`config.mk`:
```
export PLATFORM = sky130hd
export DESIGN_NAME = lpht_fifo
export DESIGN_NICKNAME = d
export VERILOG_FILES = /design/src/design/lpht_fifo.sv
export SDC_FILE = /design/constraint.sdc
export NUM_CORES = 1
export LEC_CHECK = 0
export BUFFER_PORTS_ARGS = -buffer_cell sky130_fd_sc_hd__buf_2
export CORE_ASPECT_RATIO = 0.75
export CORE_MARGIN = 1
export CORE_UTILIZATION = 40
export DETAILED_ROUTE_END_ITERATION = 12
export PLACE_DENSITY_LB_ADDON = 0.05
export SYNTH_ARGS = -nofsm -noshare
export SYNTH_HDL_FRONTEND = slang
export SYNTH_SLANG_ARGS = --single-unit
```
`constraint.sdc`:
```
create_clock -name clk -period 2.05 [get_ports clk]
set_clock_uncertainty 0.2 [all_clocks]
set_input_delay 0.41 -clock clk [delete_from_list [all_inputs] [get_ports clk]]
set_output_delay 0.41 -clock clk [all_outputs]
set_load 0.05 [all_outputs]
```
`src/design/lpht_fifo.sv`:
```
// Two-entry queue between the request front end and the table engine.
`timescale 1ns / 1ps
module lpht_fifo #(
    parameter int WIDTH = 8
) (
    input  logic             clk,
    input  logic             rst_n,
    input  logic             push_valid,
    output logic             push_ready,
    input  logic [WIDTH-1:0] push_data,
    output logic             pop_valid,
    input  logic             pop_ready,
    output logic [WIDTH-1:0] pop_data
);
    logic [WIDTH-1:0] entry_reg [2];
    logic             wr_ptr_reg;
    logic             rd_ptr_reg;
    logic [1:0]       fill_reg;
    logic             do_push;
    logic             do_pop;

    assign push_ready = (fill_reg != 2'd2);
    assign pop_valid  = (fill_reg != 2'd0);
    assign pop_data   = entry_reg[rd_ptr_reg];
    assign do_push    = push_valid && push_ready;
    assign do_pop     = pop_valid && pop_ready;

    always_ff @(posedge clk)
    begin
        if (do_push)
        begin
            entry_reg[wr_ptr_reg] <= push_data;
        end
    end

    always_ff @(posedge clk or negedge rst_n)
    begin
        if (!rst_n)
        begin
            wr_ptr_reg <= 1'b0;
            rd_ptr_reg <= 1'b0;
            fill_reg   <= 2'd0;
        end
        else
        begin
            if (do_push)
            begin
                wr_ptr_reg <= ~wr_ptr_reg;
            end
            if (do_pop)
            begin
                rd_ptr_reg <= ~rd_ptr_reg;
            end
            if (do_push && !do_pop)
            begin
                fill_reg <= fill_reg + 2'd1;
            end
            else if (do_pop && !do_push)
            begin
                fill_reg <= fill_reg - 2'd1;
            end
        end
    end
endmodule

```
==> metrics <==
share of cells above drive strength 1 55.71%; via count 414; synth warn 0; LEAKAGE 0.4100 nW; outcome finished, final reports clean; Die Footprint 0.002151 mm^2; Buffers on Ports 21; min-delay worst type in2reg; Setup crit start rd_ptr_reg; most frequent cells in the layout buf_2 (21), edfxtp_1 (16), mux2_2 (8); kind of critical path reg2out; Post-Layout Cell Count 92; slowest CP cell dfrtp_2; Critical Path Fanout Max 9; final count of pins violating max slew 0; maximum VDD drop 0.9621 mV; Tcrit/Tclk final 95.83%; Final ANT Viol Nets 0; detailed-route DRC error count 0; Die H 40.42 um; IO Pins 22; Yosys top cell area share 61.05%; Yosys top cell by area edfxtp_1; slowest stage delay, CP 0.50 ns; largest net degree at the start of global routing 13; clock transition at the registers of the reported paths 0.10 ns; Slew HR 74.92%; Power Dens Cells 1707 mW/mm^2; Register Area 581.8 um^2; min cycle time layout 1.965 ns; Synth area leaders edfxtp_1 (61%), dfrtp_1 (13%), mux2_2 (11%); Max Freq 0.5090 GHz; DP HPWL 742.2 um; initial DRC count 0; placed cells 87; Worst path top cell family by delay flip-flops; CTS tree done; Crit. End Element output port; Total Wirelength 988 um; setup tns final 0 ns; antenna cells 0; post-synthesis sequential area ratio 73.77%; Hold Vio Cnt, Final 0; FILL cells 154; Die W 53.22 um; final setup violation count 0; Worst Tran Pin Value 0.3762 ns; worst-case clock buffer depth 2; RSZ-0062 raised after global routing false; Tot GR Track Use 11.20%; Cell Area, Placed 929.6 um^2; Synth Register Bits 20; Worst R2R Start fill_reg[0]; initial antenna violation count 0; Syn Area/Cell 18.30 um^2; post-synth design cell area 787.0 um^2; Cells after Synth 43; area grow syn2layout 26.23%; total gr overflow 0; most common cell after layout, fill and taps aside buf_2; Synthesized Nets 56; Required @ worst endpoint 1.44 ns; clk root buf clkbuf_4; Finished Cell Area 993.5 um^2; total setup buffers inserted after CTS 0; hold_sp push_data[2]; DR WL/cell 10.74 um; multi-input logic area 197.7 um^2; Max Cap Violations 0; vias in the first global route 366; starting density of the core 43.99%; total power draw 1.696 mW; worst skew pair latency 0.29 ns; CP startpoint kind register; H-tree depth 1; Largest register FFs 16; 1st-pass router iterations 1; CORE AREA 0.001789 mm^2; CTS Sinks 20; post-synth cell types 14; row cnt 13; crit path cell chain mux2_2 > buf_2; CTS Buf Count 3; CP bufs+invs 1; fin nets 84; GP Congestion 0.6504; Worst EP arrival 1.35 ns; R2R Setup Slk 0.38 ns; first-pass GRT wire length 1511 um; Vias/cell 4.500
==> layer usage <==
| layer | up-vias | wire length (um) | track usage, % |
|---|---|---|---|
| li1 | 209 | - | - |
| met1 | 191 | 435 | 11.33 |
| met2 | 12 | 487 | 20.31 |
| met3 | 2 | 55 | 5.682 |
| met4 | 0 | 8 | 3.947 |
| met5 | - | 0 | 0 |
==> Yosys cell counts <==
master    number
edfxtp_1      16
mux2_2         8
dfrtp_1        4
xnor2_1        3
nor2_1         2
xor2_1         2
and3_1         1
buf_2          1
ha_1           1
inv_1          1
nand2_1        1
nand2_4        1
nand2b_4       1
or2_4          1
==> logic make-up after synthesis <==
family,Yosys count,share of synthesized area [%]
adders and majority gates,1,1.590
DFF,20,73.77
xor gates and xnor gates,5,5.565
buffers and inverters,2,1.112
and+or+nand+nor,7,6.518
muxes,8,11.45
==> final cells by class <==
cell class	instances	share of cell area, %
Clock buffer	3	2.267
Clock inverter	1	3.023
Inverter	1	0.3778
Multi-Input combinational cell	21	19.90
Sequential cell	20	58.56
Tap cell	22	2.771
Timing Repair Buffer	24	13.10
==> stage by stage <==
stage / hold WS, ns / worst slack, ns / util [%]
after floorplan: -0.08559 / 0.3491 / -
after global placement: 0.02350 / 0.3041 / 51.96
after detailed placement: 0.02466 / 0.2974 / 51.96
after CTS: 0.08983 / 0.05697 / 55.52
after global routing: 0.07567 / 0.006752 / 55.52
final: 0.1019 / 0.08546 / 55.52
==> power breakdown <==
| part | switching [mW] | internal (mW) | leakage (nW) |
|---|---|---|---|
| registers | 0.0829 | 0.570 | 0.194 |
| logic | 0.481 | 0.256 | 0.188 |
| clock network | 0.108 | 0.197 | 0.0279 |
==> path summary, 6_finish.rpt <==
check,end,depth (start not counted)
max,pop_data[0],2
min,entry_reg[1][2],1
max reg2reg,fill_reg[1],6
min reg2reg,wr_ptr_reg,1
max in group asynchronous,rd_ptr_reg,2
min in group asynchronous,fill_reg[0],2
==> worst register-to-register path, delay by kind of cell (launching register included) <==
family	cells	cell delay [ns]
and+or+nand+nor	3	0.43
DFF	1	0.45
xor gates and xnor gates	1	0.16
buffers and inverters	1	0.06
adders and majority gates	1	0.32
==> repair_timing <==
item | 4_1_cts | 5_1_grt
setup endpoints to repair | 8 | 0
hold buffers | 1 | 0
hold endpoints to repair | 4 | 0
resized for setup | 1 | 0
(Power assumes the default switching activity.)
