**config.mk**
```make
export PLATFORM = sky130hd
export DESIGN_NAME = lpht_front
export DESIGN_NICKNAME = d
export VERILOG_FILES = /design/src/design/lpht_pkg.sv /design/src/design/lpht_front.sv
export SDC_FILE = /design/constraint.sdc
export NUM_CORES = 1
export LEC_CHECK = 0
export BUFFER_PORTS_ARGS = -buffer_cell sky130_fd_sc_hd__buf_4
export CAP_MARGIN = 20
export CORE_MARGIN = 2
export CORE_UTILIZATION = 55
export CTS_CLUSTER_DIAMETER = 50
export DETAILED_ROUTE_END_ITERATION = 6
export PLACE_DENSITY = 0.85
export SLEW_MARGIN = 20
export SYNTH_ARGS = -nofsm -noshare
export SYNTH_HDL_FRONTEND = slang
export SYNTH_SLANG_ARGS = --single-unit
```
**constraint.sdc**
```tcl
create_clock -name clk -period 16 [get_ports clk]
set_clock_uncertainty 0.15 [all_clocks]
set_input_delay 1.6 -clock clk [delete_from_list [all_inputs] [get_ports clk]]
set_output_delay 1.6 -clock clk [all_outputs]
set_load 0.05 [all_outputs]
```
**src/design/lpht_pkg.sv**
```systemverilog
// Shared constants, codes and hash functions for the linear probe hash table.
`timescale 1ns / 1ps
package lpht_pkg;

    localparam int DefTableSlots  = 256;
    localparam int DefKeyLenBytes = 8;
    localparam int DefValueBits   = 32;

    localparam logic [1:0] OP_PUT    = 2'd0;
    localparam logic [1:0] OP_GET    = 2'd1;
    localparam logic [1:0] OP_REMOVE = 2'd2;

    localparam logic [1:0] ST_OK       = 2'd0;
    localparam logic [1:0] ST_MISSING  = 2'd1;
    localparam logic [1:0] ST_FULL     = 2'd2;
    localparam logic [1:0] ST_BADPARAM = 2'd3;

    function automatic logic [31:0] hash_step(input logic [31:0] h, input logic [7:0] b);
        logic [31:0] t;
        t = h + {24'd0, b};
        t = t + (t << 10);
        t = t ^ (t >> 6);
        return t;
    endfunction

    function automatic logic [31:0] hash_final(input logic [31:0] h);
        logic [31:0] t;
        t = h + (h << 3);
        t = t ^ (t >> 11);
        t = t + (t << 15);
        return t;
    endfunction

endpackage

```
**src/design/lpht_front.sv**
```systemverilog
// Request front end: key trimming and one-at-a-time hashing, one byte per cycle.
`timescale 1ns / 1ps
module lpht_front #(
    parameter int TABLE_SLOTS   = lpht_pkg::DefTableSlots,
    parameter int KEY_LEN_BYTES = lpht_pkg::DefKeyLenBytes,
    parameter int VALUE_BITS    = lpht_pkg::DefValueBits,
    localparam int SLOT_W = $clog2(TABLE_SLOTS),
    localparam int KEY_W  = KEY_LEN_BYTES * 8,
    localparam int ITEM_W = 2 + KEY_W + VALUE_BITS + SLOT_W
) (
    input  logic              clk,
    input  logic              rst_n,
    input  logic              in_valid,
    output logic              in_ready,
    input  logic [1:0]        opcode,
    input  logic [63:0]       key_bytes,
    input  logic [31:0]       value_word,
    output logic              push_valid,
    input  logic              push_ready,
    output logic [ITEM_W-1:0] push_data
);
    import lpht_pkg::*;

    localparam int IDX_W = (KEY_LEN_BYTES > 1) ? $clog2(KEY_LEN_BYTES) : 1;

    typedef enum logic [1:0] {F_IDLE, F_HASH, F_PUSH} front_state_t;

    front_state_t          state_reg, state_next;
    logic [1:0]            op_reg, op_next;
    logic [KEY_W-1:0]      key_reg, key_next;
    logic [VALUE_BITS-1:0] val_reg, val_next;
    logic [31:0]           hash_reg, hash_next;
    logic [IDX_W-1:0]      cnt_reg, cnt_next;
    logic [KEY_W-1:0]      key_trim;
    logic [63:0]           value_wide;
    logic [7:0]            cur_byte;
    logic [31:0]           hash_done;

    always_comb
    begin
        logic alive;
        alive = 1'b1;
        for (int i = 0; i < KEY_LEN_BYTES; i++)
        begin
            if (key_bytes[8*i +: 8] == 8'd0)
            begin
                alive = 1'b0;
            end
            key_trim[8*i +: 8] = alive ? key_bytes[8*i +: 8] : 8'd0;
        end
    end

    assign value_wide = {32'd0, value_word};
    assign cur_byte   = key_reg[cnt_reg*8 +: 8];
    assign hash_done  = hash_final(hash_reg);
    assign in_ready   = (state_reg == F_IDLE);
    assign push_valid = (state_reg == F_PUSH);
    assign push_data  = {op_reg, key_reg, val_reg, hash_done[SLOT_W-1:0]};

    always_comb
    begin
        state_next = state_reg;
        op_next    = op_reg;
        key_next   = key_reg;
        val_next   = val_reg;
        hash_next  = hash_reg;
        cnt_next   = cnt_reg;
        unique case (state_reg)
            F_IDLE:
            begin
                if (in_valid)
                begin
                    op_next    = opcode;
                    key_next   = key_trim;
                    val_next   = value_wide[VALUE_BITS-1:0];
                    hash_next  = 32'd0;
                    cnt_next   = '0;
                    state_next = F_HASH;
                end
            end
            F_HASH:
            begin
                if (cur_byte == 8'd0)
                begin
                    state_next = F_PUSH;
                end
                else
                begin
                    hash_next = hash_step(hash_reg, cur_byte);
                    if (cnt_reg == IDX_W'(KEY_LEN_BYTES - 1))
                    begin
                        state_next = F_PUSH;
                    end
                    else
                    begin
                        cnt_next = cnt_reg + 1'b1;
                    end
                end
            end
            F_PUSH:
            begin
                if (push_ready)
                begin
                    state_next = F_IDLE;
                end
            end
            default:
            begin
                state_next = F_IDLE;
            end
        endcase
    end

    always_ff @(posedge clk)
    begin
        op_reg   <= op_next;
        key_reg  <= key_next;
        val_reg  <= val_next;
        hash_reg <= hash_next;
        cnt_reg  <= cnt_next;
    end

    always_ff @(posedge clk or negedge rst_n)
    begin
        if (!rst_n)
        begin
            state_reg <= F_IDLE;
        end
        else
        begin
            state_reg <= state_next;
        end
    end
endmodule

```
==> impl_metrics.py, run 1 <==
metrics = {
    "run_status": {
        "status": "finished clean",
    },
    "timing": {
        "tns_ns": 0,
        "max-slew-margin-rel": 0.325,
        "setup_violations": 0,
        "tightest_slew_ns": 1.01,
        "hold_violations": 0,
        "fin_hold_ws_ns": 0.469,
        "slew_violations": 0,
        "period_minus_slack_ns": 6.95,
        "grt_setup_unrepaired": "no",
        "timing.final.crit_share": 0.435,
        "timing.fmax_ghz": 0.144,
    },
    "floorplan": {
        "die_y_um": 125,
        "fp.coreArea_um2": 14400,
        "die_w_um": 125,
        "dieArea_um2": 15600,
        "start_util": 0.557,
        "num_rows": 44,
        "ios": 210,
    },
    "detailed_routing": {
        "wl_met3_mm": 2.03,
        "avgRoutedWirePerCell_um": 22.4,
        "met2_length_mm": 12.3,
        "antenna_left": 0,
        "drtPass1Iterations": 5,
        "num_vias": 6262,
        "wl_met1_mm": 8.48,
        "drc": 0,
        "routed_wl_mm": 23.6,
        "drt_iter0_markers": 512,
        "post_drt_via_cell_ratio": 5.94,
        "top_layer_used": "met4",
    },
    "yosys": {
        "yosys_warnings": 0,
        "synthArstFlopShare": 0.0148,
        "syn_area_um2": 8040,
        "synth_flop_cell": "edfxtp_1",
        "netlist_instances": 648,
        "synth_edf_count": 133,
        "synth_cell_types": 64,
        "yosysTopAreaCellShare": 0.497,
        "yosysMostFrequentCell": "edfxtp_1",
        "synth.area.top_cells": "edfxtp_1 50%, xnor2_1 7.4%, ha_1 7.0%",
        "ys_top_cells_by_count": "133 x edfxtp_1, 68 x xnor2_1, 64 x and2_1",
        "synth_nets": 798,
        "avgSynthCellArea_um2": 12.4,
        "ys_ff_latch": 135,
        "yosysTopAreaCell": "edfxtp_1",
        "ys_seq_area_frac": 0.503,
    },
    "cts": {
        "numCtsBuffers": 17,
        "cts-root-buf": "clkbuf_16",
        "clk_pin_slew_worst_paths_ns": 0.06,
        "clk_latency_ns": 0.44,
        "clock-sinks": 135,
        "cts_buffer_depth": 2,
        "post_cts_resized": 0,
        "cts_tree": "yes",
        "ctsHoldBuffers": 0,
        "post_cts_buffers": 0,
        "htreeDepth": 4,
    },
    "placement": {
        "place_hpwl_mm": 18.3,
        "place_congestion": 0.926,
        "io_buffer_count": 209,
        "dp_cells": 1021,
    },
    "worst_setup_path": {
        "crit_path_end_kind": "register",
        "cpLargestDelayFamily": "compound AO/OA/AOI/OAI gates",
        "arrival_ns": 6.96,
        "path_buf_inv": 1,
        "cp_slowest_cell": "edfxtp_1",
        "path_max_fanout": 12,
        "worstSetupPathType": "reg2reg",
        "cp-start-kind": "register",
        "slowest_delay_ns": 0.59,
        "critPathRequiredTime_ns": 16.01,
        "crit_top_cell": "a21oi_1",
    },
    "global_route": {
        "grt_pass1_vias": 6513,
        "grt_pass1_wl_mm": 35.7,
        "antenna_found_initial": 0,
        "grt_max_degree": 80,
        "grt.total_usage": 0.302,
        "grt_overflow": 0,
    },
    "finish": {
        "fin_cells": 1054,
        "postLayoutCoreUtil": 0.721,
        "nets": 1007,
        "area_growth_pct": 29.3,
        "diodes": 0,
        "drive_gt1_frac": 0.332,
        "largest_reg_flops": 64,
    },
    "worst_hold_path": {
        "hold_path_class": "reg2reg",
    },
    "job": {
        "drv_cap": 0,
    },
}
## layout make-up
| class | instances | area [µm²] |
|---|---|---|
| Sequential cell | 135 | 4040 |
| Fill cell | 954 | 4030 |
| Inverter | 9 | 33.8 |
| Clock inverter | 14 | 171 |
| Multi-Input combinational cell | 480 | 3870 |
| Timing Repair Buffer | 214 | 1610 |
| Clock buffer | 18 | 429 |
| Tap cell | 184 | 230 |
## logic make-up (layout without fill, tap and decap cells)
logic type,count (synthesis),after routing,synth area share
XOR/XNOR,97,97,0.112
multiplexers,26,26,0.0585
AO/OA/AOI/OAI,105,105,0.0909
adder cells (fa/ha/maj),50,50,0.0802
buffers and inverters,33,255,0.0159
flip-flops,135,135,0.503
AND/OR/NAND/NOR,202,202,0.139
## cell usage in the layout, fill, tap and decap left out, drive strengths merged, types with 4 or more instances in the layout
cell      n
edfxtp  133
nor3      4
buf     214
nor2     46
a21boi    7
a31o      5
a21oi    31
nor2b     6
inv      14
nand4    11
mux2      8
nand3    10
and3      5
ha       45
and2     65
xor2     25
xnor2    70
mux4     16
a21o     20
clkbuf   18
nand2b    4
nor4     15
o21bai    9
nand2    22
o21ai    15
## through the flow
step           area [µm²]  setup slack (ns)
6_report            10400              9.05
5_1_grt             10400              8.72
4_1_cts             10400              8.83
3_5_place_dp         9780              8.89
3_3_place_gp         9780              9.09
2_1_floorplan        8040              9.65
## worst reg2reg max path, cell delays in order (launching register included)
cell and delay [ns]:
edfxtp_1 0.59, buf_8 0.24, mux4_2 0.52, mux2_2 0.29, ha_1 0.23, fa_1 0.42
a21o_1 0.20, a21oi_1 0.23, o21bai_1 0.09, a21oi_1 0.27, o21bai_1 0.10, a21oi_1 0.26
nand3b_1 0.18, xnor2_1 0.12, ha_1 0.27, fa_1 0.42, a21o_1 0.19, a21oi_1 0.21
nor2b_1 0.08, o21a_1 0.18, o41a_1 0.38, a31oi_1 0.31, o21ai_1 0.14, xnor2_1 0.36
xnor2_1 0.17, nor2_1 0.08
## final timing paths
check	startpoint	slack, ns	end	cells after the start
worst max-delay path	cnt_reg[0]	9.05	hash_reg[18]	25
worst min-delay path	state_reg[1]	0.47	state_reg[1]	2
worst max register to register	cnt_reg[0]	9.05	hash_reg[18]	25
worst min register to register	state_reg[1]	0.47	state_reg[1]	2
max in group asynchronous	rst_n	14.83	state_reg[1]	1
min in group asynchronous	rst_n	0.78	state_reg[0]	1
## routing by layer
layer,GRT usage,up-vias
met4,0.120,0
met3,0.0889,56
met5,0,-
met1,0.340,3046
li1,-,2824
met2,0.537,336
Power of run 1 is left out: the tool's default activity adds up to more than one toggle a clock period on the data nets, which glitch-free logic cannot reach.
==> run 2: changes to the inputs <==
--- a/config.mk
+++ b/config.mk
@@ -8,10 +8,10 @@
 export BUFFER_PORTS_ARGS = -buffer_cell sky130_fd_sc_hd__buf_4
 export CAP_MARGIN = 20
 export CORE_MARGIN = 2
-export CORE_UTILIZATION = 55
+export CORE_UTILIZATION = 54
 export CTS_CLUSTER_DIAMETER = 50
 export DETAILED_ROUTE_END_ITERATION = 6
-export PLACE_DENSITY = 0.85
+export PLACE_DENSITY = 0.83
 export SLEW_MARGIN = 20
 export SYNTH_ARGS = -nofsm -noshare
 export SYNTH_HDL_FRONTEND = slang
==> constraint.sdc (replaced) <==
create_clock -name clk -period 7.2 [get_ports clk]
set_clock_uncertainty 0.15 [all_clocks]
set_input_delay 0.72 -clock clk [delete_from_list [all_inputs] [get_ports clk]]
set_output_delay 0.72 -clock clk [all_outputs]
set_load 0.05 [all_outputs]
==> run 2 against run 1 <==
Register-to-register slack got worse by 8.5 ns; worst hold slack got worse by 0.15 ns; first-iteration DRC count rose by 0.20%; design area fell by 0.34%; utilization fell by 0.79 points; die area rose by 1.8%; critical endpoint is now hash_reg[22]; largest cell class unchanged.
==> impl_metrics.py, run 2 (synthesis gave the netlist of run 1 again) <==
metrics = {
    "floorplan": {
        "dieArea_um2": 15900,
        "fp.coreArea_um2": 14500,
        "num_rows": 44,
        "ios": 210,
        "die_y_um": 126,
        "start_util": 0.553,
        "die_w_um": 126,
    },
    "timing": {
        "grt_setup_unrepaired": "no",
        "slew_violations": 0,
        "tightest_slew_ns": 1.10,
        "timing.fmax_ghz": 0.149,
        "max-slew-margin-rel": 0.267,
        "timing.final.crit_share": 0.930,
        "period_minus_slack_ns": 6.70,
        "setup_violations": 0,
        "tns_ns": 0,
        "hold_violations": 0,
    },
    "cts": {
        "clk_pin_slew_worst_paths_ns": 0.06,
        "cts_buffer_depth": 2,
        "htreeDepth": 4,
        "clk_latency_ns": 0.43,
        "post_cts_resized": 0,
        "post_cts_buffers": 0,
        "cts_tree": "yes",
        "clock-sinks": 135,
        "cts-root-buf": "clkbuf_16",
        "numCtsBuffers": 17,
    },
    "global_route": {
        "grt_pass1_vias": 6396,
        "grt_pass1_wl_mm": 34.9,
        "grt_max_degree": 88,
        "grt.total_usage": 0.290,
        "antenna_found_initial": 0,
        "grt_overflow": 0,
    },
    "worst_setup_path": {
        "reg2reg_slack_ns": 0.50,
        "path_max_fanout": 17,
        "arrival_ns": 6.72,
        "worstSetupPathType": "reg2reg",
        "cp-start-kind": "register",
        "critPathRequiredTime_ns": 7.22,
        "crit_path_end_kind": "register",
    },
    "finish": {
        "diodes": 0,
        "largest_reg_flops": 64,
        "postLayoutCoreUtil": 0.713,
        "layout_common_cells": "215 x buf_4, 133 x edfxtp_1, 68 x xnor2_1",
        "area_growth_pct": 28.9,
        "drive_gt1_frac": 0.333,
        "nets": 1009,
        "final_common_cell": "buf_4",
    },
    "detailed_routing": {
        "antenna_left": 0,
        "drtPass1Iterations": 5,
        "avgRoutedWirePerCell_um": 21.7,
        "num_vias": 6181,
        "post_drt_via_cell_ratio": 5.85,
        "wl_met3_mm": 2.10,
        "top_layer_used": "met4",
        "routed_wl_mm": 22.9,
        "drc": 0,
        "wl_met1_mm": 8.39,
        "drt_iter0_markers": 513,
        "met2_length_mm": 11.8,
    },
    "placement": {
        "place_hpwl_mm": 17.9,
        "place_congestion": 0.943,
        "io_buffer_count": 209,
    },
    "run_status": {
        "status": "finished clean",
    },
    "worst_hold_path": {
        "hold_path_class": "in2reg",
    },
    "job": {
        "drv_cap": 0,
    },
}
==> run 2: worst max-delay path, cell delays in order, from the launching register on <==
cell and delay, ns:
edfxtp_1 0.81, mux4_2 0.41, mux2_2 0.30, ha_1 0.22, fa_1 0.42, a21o_1 0.20, a21oi_1 0.22, o21bai_1 0.10
a21oi_1 0.23, o21bai_1 0.09, a21oi_1 0.25, nand3b_1 0.17, xnor2_1 0.13, ha_1 0.28, fa_1 0.42, a21o_1 0.19
a21oi_1 0.21, nor2b_1 0.07, o21a_1 0.19, o41a_1 0.38, a21boi_0 0.32, o21ai_0 0.19, xnor2_1 0.26, xor2_1 0.17
nor2_1 0.05
==> run 2: area by class of cell <==
| type | instances | area, µm² |
|---|---|---|
| multi-input cells | 480 | 3870 |
| well taps | 184 | 230 |
| repair buffers | 216 | 1620 |
| flip-flops and latches | 135 | 4040 |
| clock buffers | 18 | 429 |
| clock inverters | 14 | 126 |
| inverters | 9 | 33.8 |
| fillers | 986 | 4170 |
==> run 2: repair_timing <==
action,4_1_cts,5_1_grt
endpoints found under the setup margin,0,0
hold buffers,1,0
endpoints found under the hold margin,2,0
==> run 2: worst paths after layout <==
kind,from,to,cells after the start
worst max-delay path,cnt_reg[1],hash_reg[22],24
worst min-delay path,value_word[11],val_reg[11],1
worst max register to register,cnt_reg[1],hash_reg[22],24
worst min register to register,state_reg[0],state_reg[1],2
max in group asynchronous,rst_n,state_reg[1],2
min in group asynchronous,rst_n,state_reg[0],2
==> run 2: through the flow <==
stage	cells	area, µm²	hold WS [ns]	setup slack (ns)
final	1056	10400	0.315	0.502
after detailed placement	1023	9800	0.356	0.630
after global routing	1056	10400	0.301	0.0849
after global placement	1023	9800	0.354	0.783
after CTS	1056	10400	0.303	0.553
after floorplan	648	8040	0.274	0.845
==> run 2: routing by layer <==
metal  vias to the layer above  global-route usage
met4                         0               0.102
met1                      2986               0.347
met3                        45              0.0905
met2                       316               0.496
met5                         -                   0
li1                       2834                   -
Power of run 2 is left out for the same reason.
